==> config.mk <==
export PLATFORM = sky130hd
export DESIGN_NAME = mpeg_audio_rtp_packetizer
export DESIGN_NICKNAME = d
export VERILOG_FILES = /design/src/hw/rtl/mrp_pkg.sv /design/src/hw/rtl/mrp_rate_acct.sv /design/src/hw/rtl/mpeg_audio_rtp_packetizer.sv
export SDC_FILE = /design/constraint.sdc
export NUM_CORES = 2
export LEC_CHECK = 0
export ABC_AREA = 1
export BUFFER_PORTS_ARGS = -buffer_cell sky130_fd_sc_hd__buf_2
export CAP_MARGIN = 40
export CORE_MARGIN = 10
export CORE_UTILIZATION = 60
export CTS_BUF_LIST = sky130_fd_sc_hd__clkbuf_8
export CTS_CLUSTER_SIZE = 12
export DETAILED_ROUTE_END_ITERATION = 7
export PLACE_DENSITY = 0.78
export SKIP_CTS_REPAIR_TIMING = 1
export SLEW_MARGIN = 20
export SYNTH_ARGS = -nofsm -noshare
export SYNTH_HDL_FRONTEND = slang
export SYNTH_SLANG_ARGS = --single-unit
==> constraint.sdc <==
create_clock -name clk -period 15.2 [get_ports clk]
set_input_delay 0 -clock clk [delete_from_list [all_inputs] [get_ports clk]]
set_output_delay 0 -clock clk [all_outputs]
set_load 0.01 [all_outputs]
==> src/hw/rtl/mrp_pkg.sv <==
// ----------------------------------------------------------------------------
// mrp_pkg - shared types and constants for the MPEG audio RTP packetiser
// Record kinds, register indexes, sequencer states and the request and
// status structs between the top level and the rate accounting unit.
// ----------------------------------------------------------------------------
package mrp_pkg;

  // Configuration register indexes
  localparam logic [1:0] CFG_PAYLOAD_SIZE      = 2'd0;
  localparam logic [1:0] CFG_FRAMES_PER_SECOND = 2'd1;
  localparam logic [1:0] CFG_SAMPLES_PER_FRAME = 2'd2;
  localparam logic [1:0] CFG_PAYLOAD_TYPE      = 2'd3;

  // Register reset values
  localparam logic [15:0] RST_PAYLOAD_SIZE      = 16'd1460;
  localparam logic [7:0]  RST_FRAMES_PER_SECOND = 8'd38;
  localparam logic [11:0] RST_SAMPLES_PER_FRAME = 12'd1152;
  localparam logic [6:0]  RST_PAYLOAD_TYPE      = 7'd14;

  // Record kinds
  localparam logic [2:0] KIND_HINT_CLOSE = 3'd0;
  localparam logic [2:0] KIND_PKT_START  = 3'd1;
  localparam logic [2:0] KIND_WHOLE      = 3'd2;
  localparam logic [2:0] KIND_FRAGMENT   = 3'd3;
  localparam logic [2:0] KIND_CONT_PKT   = 3'd4;

  localparam logic [15:0] ENTRY_HDR_BYTES  = 16'd4;
  localparam logic [15:0] MIN_FRAG_PAYLOAD = 16'd256;
  localparam logic [31:0] RTP_HDR_BYTES    = 32'd12;

  typedef enum logic [2:0] {
    ST_IDLE,
    ST_PREP,
    ST_COUNT,
    ST_BOOK,
    ST_RATE,
    ST_EMIT
  } state_t;

  typedef enum logic [2:0] {
    EK_CLOSE,
    EK_START,
    EK_WHOLE,
    EK_FRAG,
    EK_CONT
  } emit_kind_t;

  typedef enum logic [1:0] {
    RP_IDLE,
    RP_DIFF,
    RP_MUL,
    RP_SUM
  } rate_ph_t;

  typedef struct packed {
    logic        start;
    logic [11:0] len;
    logic [31:0] pkt_count;
    logic [7:0]  fps;
  } rate_req_t;

  typedef struct packed {
    logic        done;
    logic [31:0] peak;
  } rate_sts_t;

  typedef struct packed {
    logic [2:0]  kind;
    logic [31:0] pkt;
    logic [31:0] frm;
    logic [11:0] off;
    logic [11:0] len;
    logic [31:0] dur;
    logic [6:0]  pt;
    logic [31:0] peak;
    logic        last;
  } rec_t;

endpackage

==> src/hw/rtl/mrp_rate_acct.sv <==
// ----------------------------------------------------------------------------
// mrp_rate_acct - per second byte rate accounting
// Adds frame bytes, and at the end of each period of frames folds in 12
// header bytes per packet and keeps the running peak.
// ----------------------------------------------------------------------------
module mrp_rate_acct (
  input  logic               clk,
  input  logic               rst_n,
  input  mrp_pkg::rate_req_t req,
  output mrp_pkg::rate_sts_t sts
);

  mrp_pkg::rate_ph_t ph_r, ph_nxt;

  logic [7:0]  fis_r;       // frame in second
  logic [31:0] bts_r;       // bytes this second
  logic [31:0] fpos_r;      // first packet of second
  logic [31:0] peak_r;
  logic        end_r;       // period ends with this frame
  logic [31:0] pcl_r;
  logic [31:0] diff_r;
  logic [31:0] hdr_r;
  logic [7:0]  fps_eff;
  logic [31:0] total;

  assign fps_eff = (req.fps == 8'd0) ? 8'd1 : req.fps;
  assign total   = hdr_r + bts_r;

  always_comb begin
    ph_nxt = ph_r;
    case (ph_r)
      mrp_pkg::RP_IDLE: if (req.start) ph_nxt = mrp_pkg::RP_DIFF;
      mrp_pkg::RP_DIFF: ph_nxt = mrp_pkg::RP_MUL;
      mrp_pkg::RP_MUL:  ph_nxt = mrp_pkg::RP_SUM;
      mrp_pkg::RP_SUM:  ph_nxt = mrp_pkg::RP_IDLE;
      default:          ph_nxt = mrp_pkg::RP_IDLE;
    endcase
  end

  always_comb begin
    sts.done = (ph_r == mrp_pkg::RP_SUM);
    sts.peak = peak_r;
  end

  always_ff @(posedge clk) begin
    if (!rst_n) begin
      ph_r   <= mrp_pkg::RP_IDLE;
      fis_r  <= 8'd1;
      bts_r  <= 32'd0;
      fpos_r <= 32'd1;
      peak_r <= 32'd0;
    end else begin
      ph_r <= ph_nxt;
      case (ph_r)
        mrp_pkg::RP_IDLE: begin
          if (req.start) begin
            bts_r <= bts_r + 32'(req.len);
            end_r <= (fis_r >= fps_eff);
            pcl_r <= req.pkt_count;
          end
        end
        mrp_pkg::RP_DIFF: diff_r <= pcl_r - fpos_r;
        mrp_pkg::RP_MUL:  hdr_r  <= diff_r * mrp_pkg::RTP_HDR_BYTES;
        mrp_pkg::RP_SUM: begin
          if (end_r) begin
            if (total > peak_r) peak_r <= total;
            bts_r  <= 32'd0;
            fpos_r <= pcl_r;
            fis_r  <= 8'd1;
          end else begin
            fis_r <= fis_r + 8'd1;
          end
        end
        default: ;
      endcase
    end
  end

endmodule

==> src/hw/rtl/mpeg_audio_rtp_packetizer.sv <==
// ----------------------------------------------------------------------------
// mpeg_audio_rtp_packetizer - RTP packing planner for MPEG audio frames
// Turns each frame length into the hint, packet and data entry records of
// its RTP packing, and tracks the peak byte rate per second.
// ----------------------------------------------------------------------------
// One request is one frame length. The block stalls its input while it works
// on a frame: it first decides whether the open hint must close, then steps
// a single subtract and compare unit once per fragment (one step for a frame
// that fits whole, up to 17 for a long frame in small packets) to count
// continuation packets, books the hint state and passes the frame through the
// difference, multiply and sum steps of the rate accounting unit. Only then,
// since every record carries the peak rate after this frame, are the records
// issued, one per cycle while the result side does not stall. The last record
// sits in the output register while the next request is already taken.
// ----------------------------------------------------------------------------
module mpeg_audio_rtp_packetizer #(
  parameter int unsigned MAX_FRAME_BYTES = 4096
) (
  input  logic        clk,
  input  logic        rst_n,
  // configuration
  input  logic        cfg_write_en,
  input  logic [1:0]  cfg_index,
  input  logic [15:0] cfg_data,
  // frame requests
  input  logic        in_valid,
  output logic        in_stall,
  input  logic [11:0] in_frame_length,
  // record requests
  output logic        out_valid,
  input  logic        out_stall,
  output logic [2:0]  out_record_kind,
  output logic [31:0] out_packet_number,
  output logic [31:0] out_frame_number,
  output logic [11:0] out_data_offset,
  output logic [11:0] out_data_length,
  output logic [31:0] out_hint_duration,
  output logic [6:0]  out_payload_type,
  output logic [31:0] out_peak_bytes_per_second,
  output logic        out_last
);

  // Frame lengths saturate at one below the frame size limit, and at most at 4095.
  localparam int unsigned LEN_CAP = (MAX_FRAME_BYTES - 1 > 4095) ? 4095 : MAX_FRAME_BYTES - 1;
  localparam logic [11:0] LEN_MAX = 12'(LEN_CAP);

  // configuration registers
  logic [15:0] psz_r;
  logic [7:0]  fps_r;
  logic [11:0] spf_r;
  logic [6:0]  pt_r;

  // packing state
  logic [31:0] pc_r;        // number for the next new packet
  logic [16:0] bih_r;       // bytes in open hint
  logic [15:0] fih_r;       // frames in open hint
  logic [31:0] fcnt_r;      // frame counter

  // per frame work registers
  mrp_pkg::state_t     state_r, state_nxt;
  mrp_pkg::emit_kind_t ek_r;
  logic [11:0] len_r;
  logic        close_r;     // hint closes before this frame
  logic        whole_r;     // frame goes in as one entry
  logic [15:0] chunk_r;     // fragment data size
  logic [31:0] dur_r;
  logic [31:0] fnum_r;
  logic [11:0] rem_r;       // bytes not yet placed (shared subtract unit)
  logic [11:0] off_r;
  logic [4:0]  ncont_r;     // continuation packets
  logic [31:0] epc_r;       // packet number while issuing

  // output register
  logic         out_valid_r;
  mrp_pkg::rec_t rec_r;

  mrp_pkg::rate_req_t rate_req;
  mrp_pkg::rate_sts_t rate_sts;

  // decision logic on the registered frame length
  logic [16:0] room;
  logic [16:0] room2;
  logic [16:0] need;
  logic        close_c;
  logic [15:0] psz_frag;
  logic [27:0] dur_prod;
  logic        rem_big;     // remaining bytes exceed one fragment
  logic [11:0] frag_len;
  logic [31:0] pc_final;
  logic [16:0] bih_base;
  logic        in_take;
  logic        slot_free;
  logic        load;
  mrp_pkg::rec_t rec_c;
  logic [31:0] epc_nxt;
  mrp_pkg::emit_kind_t ek_nxt;

  assign room     = ({1'b0, psz_r} > bih_r) ? ({1'b0, psz_r} - bih_r) : 17'd0;
  assign need     = 17'(len_r) + 17'(mrp_pkg::ENTRY_HDR_BYTES);
  assign close_c  = need > room;
  assign room2    = close_c ? {1'b0, psz_r} : room;
  assign psz_frag = (psz_r < mrp_pkg::MIN_FRAG_PAYLOAD) ? mrp_pkg::MIN_FRAG_PAYLOAD : psz_r;
  assign dur_prod = fih_r * spf_r;

  assign rem_big  = {4'd0, rem_r} > chunk_r;
  assign frag_len = rem_big ? chunk_r[11:0] : rem_r;

  assign pc_final = pc_r + 32'(close_r) + (whole_r ? 32'd0 : 32'(ncont_r));
  assign bih_base = close_r ? 17'd0 : bih_r;

  assign in_take   = in_valid && !in_stall;
  assign slot_free = !out_valid_r || !out_stall;

  // next state
  always_comb begin
    state_nxt = state_r;
    case (state_r)
      mrp_pkg::ST_IDLE:  if (in_valid) state_nxt = mrp_pkg::ST_PREP;
      mrp_pkg::ST_PREP:  state_nxt = mrp_pkg::ST_COUNT;
      mrp_pkg::ST_COUNT: if (whole_r || !rem_big) state_nxt = mrp_pkg::ST_BOOK;
      mrp_pkg::ST_BOOK:  state_nxt = mrp_pkg::ST_RATE;
      mrp_pkg::ST_RATE:  if (rate_sts.done) state_nxt = mrp_pkg::ST_EMIT;
      mrp_pkg::ST_EMIT:  if (slot_free && rec_c.last) state_nxt = mrp_pkg::ST_IDLE;
      default:           state_nxt = mrp_pkg::ST_IDLE;
    endcase
  end

  // outputs of the sequencer
  always_comb begin
    in_stall           = (state_r != mrp_pkg::ST_IDLE);
    load               = (state_r == mrp_pkg::ST_EMIT) && slot_free;
    rate_req.start     = (state_r == mrp_pkg::ST_BOOK);
    rate_req.len       = len_r;
    rate_req.pkt_count = pc_final;
    rate_req.fps       = fps_r;
  end

  // record for the current emit step
  always_comb begin
    rec_c      = '0;
    rec_c.peak = rate_sts.peak;
    epc_nxt    = epc_r;
    ek_nxt     = ek_r;
    case (ek_r)
      mrp_pkg::EK_CLOSE: begin
        rec_c.kind = mrp_pkg::KIND_HINT_CLOSE;
        rec_c.dur  = dur_r;
        ek_nxt     = mrp_pkg::EK_START;
      end
      mrp_pkg::EK_START: begin
        rec_c.kind = mrp_pkg::KIND_PKT_START;
        rec_c.pkt  = epc_r;
        rec_c.pt   = pt_r;
        rec_c.last = !whole_r && (len_r == 12'd0);
        epc_nxt    = epc_r + 32'd1;
        ek_nxt     = whole_r ? mrp_pkg::EK_WHOLE : mrp_pkg::EK_FRAG;
      end
      mrp_pkg::EK_WHOLE: begin
        rec_c.kind = mrp_pkg::KIND_WHOLE;
        rec_c.frm  = fnum_r;
        rec_c.len  = len_r;
        rec_c.last = 1'b1;
      end
      mrp_pkg::EK_FRAG: begin
        rec_c.kind = mrp_pkg::KIND_FRAGMENT;
        rec_c.frm  = fnum_r;
        rec_c.off  = off_r;
        rec_c.len  = frag_len;
        rec_c.last = !rem_big;
        ek_nxt     = mrp_pkg::EK_CONT;
      end
      mrp_pkg::EK_CONT: begin
        rec_c.kind = mrp_pkg::KIND_CONT_PKT;
        rec_c.pkt  = epc_r;
        rec_c.pt   = pt_r;
        epc_nxt    = epc_r + 32'd1;
        ek_nxt     = mrp_pkg::EK_FRAG;
      end
      default: ;
    endcase
  end

  // configuration port
  always_ff @(posedge clk) begin
    if (!rst_n) begin
      psz_r <= mrp_pkg::RST_PAYLOAD_SIZE;
      fps_r <= mrp_pkg::RST_FRAMES_PER_SECOND;
      spf_r <= mrp_pkg::RST_SAMPLES_PER_FRAME;
      pt_r  <= mrp_pkg::RST_PAYLOAD_TYPE;
    end else if (cfg_write_en) begin
      case (cfg_index)
        mrp_pkg::CFG_PAYLOAD_SIZE:      psz_r <= cfg_data;
        mrp_pkg::CFG_FRAMES_PER_SECOND: fps_r <= cfg_data[7:0];
        mrp_pkg::CFG_SAMPLES_PER_FRAME: spf_r <= cfg_data[11:0];
        mrp_pkg::CFG_PAYLOAD_TYPE:      pt_r  <= cfg_data[6:0];
        default: ;
      endcase
    end
  end

  // sequencer and packing state
  always_ff @(posedge clk) begin
    if (!rst_n) begin
      state_r <= mrp_pkg::ST_IDLE;
      pc_r    <= 32'd1;
      bih_r   <= 17'd0;
      fih_r   <= 16'd0;
      fcnt_r  <= 32'd1;
    end else begin
      state_r <= state_nxt;
      case (state_r)
        mrp_pkg::ST_BOOK: begin
          pc_r   <= pc_final;
          bih_r  <= whole_r ? (bih_base + 17'(len_r) + 17'(mrp_pkg::ENTRY_HDR_BYTES))
                            : {1'b0, psz_r};
          fih_r  <= (close_r ? 16'd0 : fih_r) + 16'd1;
          fcnt_r <= fcnt_r + 32'd1;
        end
        default: ;
      endcase
    end
  end

  // per frame datapath
  always_ff @(posedge clk) begin
    case (state_r)
      mrp_pkg::ST_IDLE: begin
        if (in_take) len_r <= (in_frame_length > LEN_MAX) ? LEN_MAX : in_frame_length;
      end
      mrp_pkg::ST_PREP: begin
        close_r <= close_c;
        whole_r <= need <= room2;
        chunk_r <= psz_frag - mrp_pkg::ENTRY_HDR_BYTES;
        dur_r   <= 32'(dur_prod);
        fnum_r  <= fcnt_r;
        rem_r   <= len_r;
        ncont_r <= 5'd0;
      end
      mrp_pkg::ST_COUNT: begin
        if (!whole_r && rem_big) begin
          rem_r   <= rem_r - chunk_r[11:0];
          ncont_r <= ncont_r + 5'd1;
        end
      end
      mrp_pkg::ST_BOOK: begin
        rem_r <= len_r;
        off_r <= 12'd0;
        epc_r <= pc_r;
        ek_r  <= close_r ? mrp_pkg::EK_CLOSE : mrp_pkg::EK_WHOLE;
      end
      mrp_pkg::ST_EMIT: begin
        if (load) begin
          epc_r <= epc_nxt;
          ek_r  <= ek_nxt;
          if (ek_r == mrp_pkg::EK_FRAG) begin
            rem_r <= rem_r - frag_len;
            off_r <= off_r + frag_len;
          end
        end
      end
      default: ;
    endcase
  end

  // output register
  always_ff @(posedge clk) begin
    if (!rst_n) begin
      out_valid_r <= 1'b0;
    end else if (load) begin
      out_valid_r <= 1'b1;
    end else if (!out_stall) begin
      out_valid_r <= 1'b0;
    end
  end

  always_ff @(posedge clk) begin
    if (load) rec_r <= rec_c;
  end

  mrp_rate_acct u_rate (
    .clk   (clk),
    .rst_n (rst_n),
    .req   (rate_req),
    .sts   (rate_sts)
  );

  assign out_valid                 = out_valid_r;
  assign out_record_kind           = rec_r.kind;
  assign out_packet_number         = rec_r.pkt;
  assign out_frame_number          = rec_r.frm;
  assign out_data_offset           = rec_r.off;
  assign out_data_length           = rec_r.len;
  assign out_hint_duration         = rec_r.dur;
  assign out_payload_type          = rec_r.pt;
  assign out_peak_bytes_per_second = rec_r.peak;
  assign out_last                  = rec_r.last;

endmodule
==> impl_results.md <==
- Reg-to-Reg Start: spf_r[4]
- Unrepaired setup endpoints after global routing: no
- Source of the critical timing path: spf_r[4]
- Worst Path Required: 15680 ps
- Starting DRT DRC Count: 2663
- Hold Violations, Final: 0
- Async S/R FF share, synth: 0%
- F_max: 185 MHz
- Post-synth EDFFs: 404
- Remaining global-route overflow: 0
- Final Cycle Share: 35.5%
- Synth area leaders: edfxtp_1 (28%), dfxtp_1 (11%), nand2_1 (9.4%)
- R2R depth: 14
- CTS tree: yes
- Outcome: finished clean
- Slew Viols, Final: 0
- Routed Antenna Nets: 0
- Final Instance Area: 47900 um2
- First-pass GRT wire length: 178 mm
- CORE AREA: 71500 um2
- CP max FO: 17
- Crit Path Class: register to register
- Worst-margin pin slew: 930 ps
- Distinct cells, synth: 66
- H-tree Lvls: 3
- Cell Rows: 98
- Number of synthesis warnings: 0
- Most frequent cells in the layout: nand2_1 (1079), inv_1 (868), nor2_1 (511)
- Port Buffers: 195
- Dpl cell area: 45100 um2
- Worst vdd ir: 0.000143 V
- Seq/Total Area, Yosys: 39.6%
- Largest net degree at the start of global routing: 161
- Fill cell count: 5930
- Area Growth Syn to Fin: 10.7%
- IO Count: 200
- Hold wc startpoint: in_frame_length[4]
- Syn Inst Count: 5288
- Final Util: 66.9%
- Clk slew on worst S/H paths: 70 ps
- Routed WL: 111 mm
- Drt first pass iters: 6
- Nets: 6025
- Biggest area consumer among synthesized cells: edfxtp_1
- Vias in the first global route: 34700
- Longest Clk Path Bufs: 3
- Mapped Area: 43200 um2
- DR vias: 36200
- Area of the die: 83200 um2
- Final Skew: 47.6 ps
- Layout cells sized above 1: 8.35%
- Setup crit start kind: register
- Seq cells post-synth: 652
- Mean post-synth cell area: 8.17 um2
- Relative max-transition margin: 38.0%
- Top_reg_cell synth: edfxtp_1
- Starting Density: 60.5%
- GPL Wtd Cong: 0.970
- Vias per inst: 5.51
- Max Cap Viol: 0
- Tmin final: 5400 ps
- Setup Viol. Count Final: 0
- GRT Overall Usage: 26.3%
- DR DRC count: 0
- Nature of the critical path endpoint: register
- Cell Pwr Density: 120 nW/um2
- Hold_ws: 24.4 ps
- P_leak: 22.2 nW
- Worst Hold Path Cells: 2
- CTS Sinks: 652
- Die H: 288 um
- Initial antenna violation count: 3
- HPWL Detailed: 83.6 mm
- Setup TNS: 0 ps
- Post-synth top area share: 28.1%
- Num CTS Buffers: 108
- Root buffer cell: clkbuf_8
- Clock latency on the worst-skew pair: 750 ps
- Die X-Extent: 288 um
- Crit path DAT: 5880 ps
- WL/cell: 16.9 um
- Hold Path Class: input port to register
- Leading cell type in the layout, fill and taps excluded: nand2_1
area by class of cell:
class                      count  area, um2  share of cell area [%]
antenna                        1       2.50                 0.00523
inverter                     854       3210                    6.71
multi-input combinational   3630      22300                    46.7
tap                          950       1190                    2.48
sequential                   652      17100                    35.7
timing repair buffer         274       1770                    3.70
clock inverter                81        543                    1.13
clock buffer                 124       1710                    3.57
power breakdown:
group | switching, mW | leakage [nW] | internal (mW) | total (mW)
combinational | 1.19 | 15.1 | 0.599 | 1.79
sequential | 0.165 | 5.77 | 2.21 | 2.37
clock | 0.750 | 1.27 | 0.855 | 1.61
total | 2.10 | 22.2 | 3.66 | 5.76
through the flow:
stage                     setup WS (ps)  std cells  total power [mW]
after CTS                          9900       6516              5.75
after global routing               9480       6566              6.12
after global placement             9850       6303              4.09
after floorplan                    3970       5291              3.66
final                              9800       6566              5.76
after detailed placement           9840       6311              4.14
critical path, cell delays in order (launching register included):
cell      delay (ps)
dfxtp_1          800
nand2_1          190
fa_1             550
inv_1             50
fa_1             410
fa_1             560
fa_1             440
fa_1             490
ha_1             370
a21oi_1          250
a21boi_1         430
inv_1            110
a21oi_1          240
o21ai_1          110
xor2_1           150
cell usage after synthesis (9+ instances only):
| master | number |
|---|---|
| o22ai_1 | 14 |
| or2_2 | 17 |
| o21a_1 | 23 |
| nand4_1 | 93 |
| nand3_1 | 205 |
| buf_2 | 10 |
| a31oi_1 | 19 |
| a21oi_1 | 400 |
| nor2_1 | 515 |
| nand2_1 | 1080 |
| o21ai_0 | 291 |
| nor3_1 | 99 |
| edfxtp_1 | 404 |
| nand2_2 | 9 |
| ha_1 | 320 |
| a21o_1 | 21 |
| dfxtp_1 | 248 |
| o211ai_1 | 15 |
| inv_1 | 841 |
| clkbuf_1 | 126 |
| xnor2_1 | 37 |
| o21bai_1 | 18 |
| xor2_1 | 157 |
| fa_1 | 150 |
| nor4_1 | 21 |
| buf_1 | 12 |
| o21ai_1 | 24 |
| a21boi_0 | 10 |
| nor2_2 | 13 |
| nand3b_1 | 13 |
| inv_2 | 11 |
per-layer routing:
metal | track usage [%] | wire, um | up-vias
li1 | - | - | 17800
met1 | 35.0 | 48400 | 16800
met2 | 42.3 | 50200 | 1272
met3 | 4.27 | 7940 | 244
met4 | 10.8 | 4310 | 2
met5 | 0 | 19 | -
path summary, 6_finish.rpt:
path	endpoint	slack [ps]
max	dur_r[20]	9800
min	len_r[4]	20
max reg2reg	dur_r[20]	9800
min reg2reg	fnum_r[31]	430
registers in the layout, indices dropped and copies added, names as in the netlist, 16 cells and up:
| name | cells |
|---|---|
| bih_r | 17 |
| chunk_r | 16 |
| dur_r | 28 |
| epc_r | 32 |
| fcnt_r | 32 |
| fih_r | 16 |
| fnum_r | 32 |
| out_frame_number | 32 |
| out_hint_duration | 28 |
| out_packet_number | 32 |
| out_peak_bytes_per_second | 32 |
| pc_r | 32 |
| psz_r | 16 |
| u_rate.bts_r | 32 |
| u_rate.diff_r | 30 |
| u_rate.fpos_r | 30 |
| u_rate.hdr_r | 30 |
| u_rate.pcl_r | 30 |
| u_rate.peak_r | 32 |
kinds of logic after synthesis:
family                   count (synthesis)  synth area share, %
other                                    1              0.00868
multiplexers                             1               0.0232
flip-flops                             652                 39.6
AO/OA/AOI/OAI                          863                 10.8
XOR/XNOR                               194                 3.93
buffers and inverters                 1009                 8.89
AND/OR/NAND/NOR                       2098                 20.6
adder cells (fa/ha/maj)                470                 16.2
(Power assumes the default switching activity.)
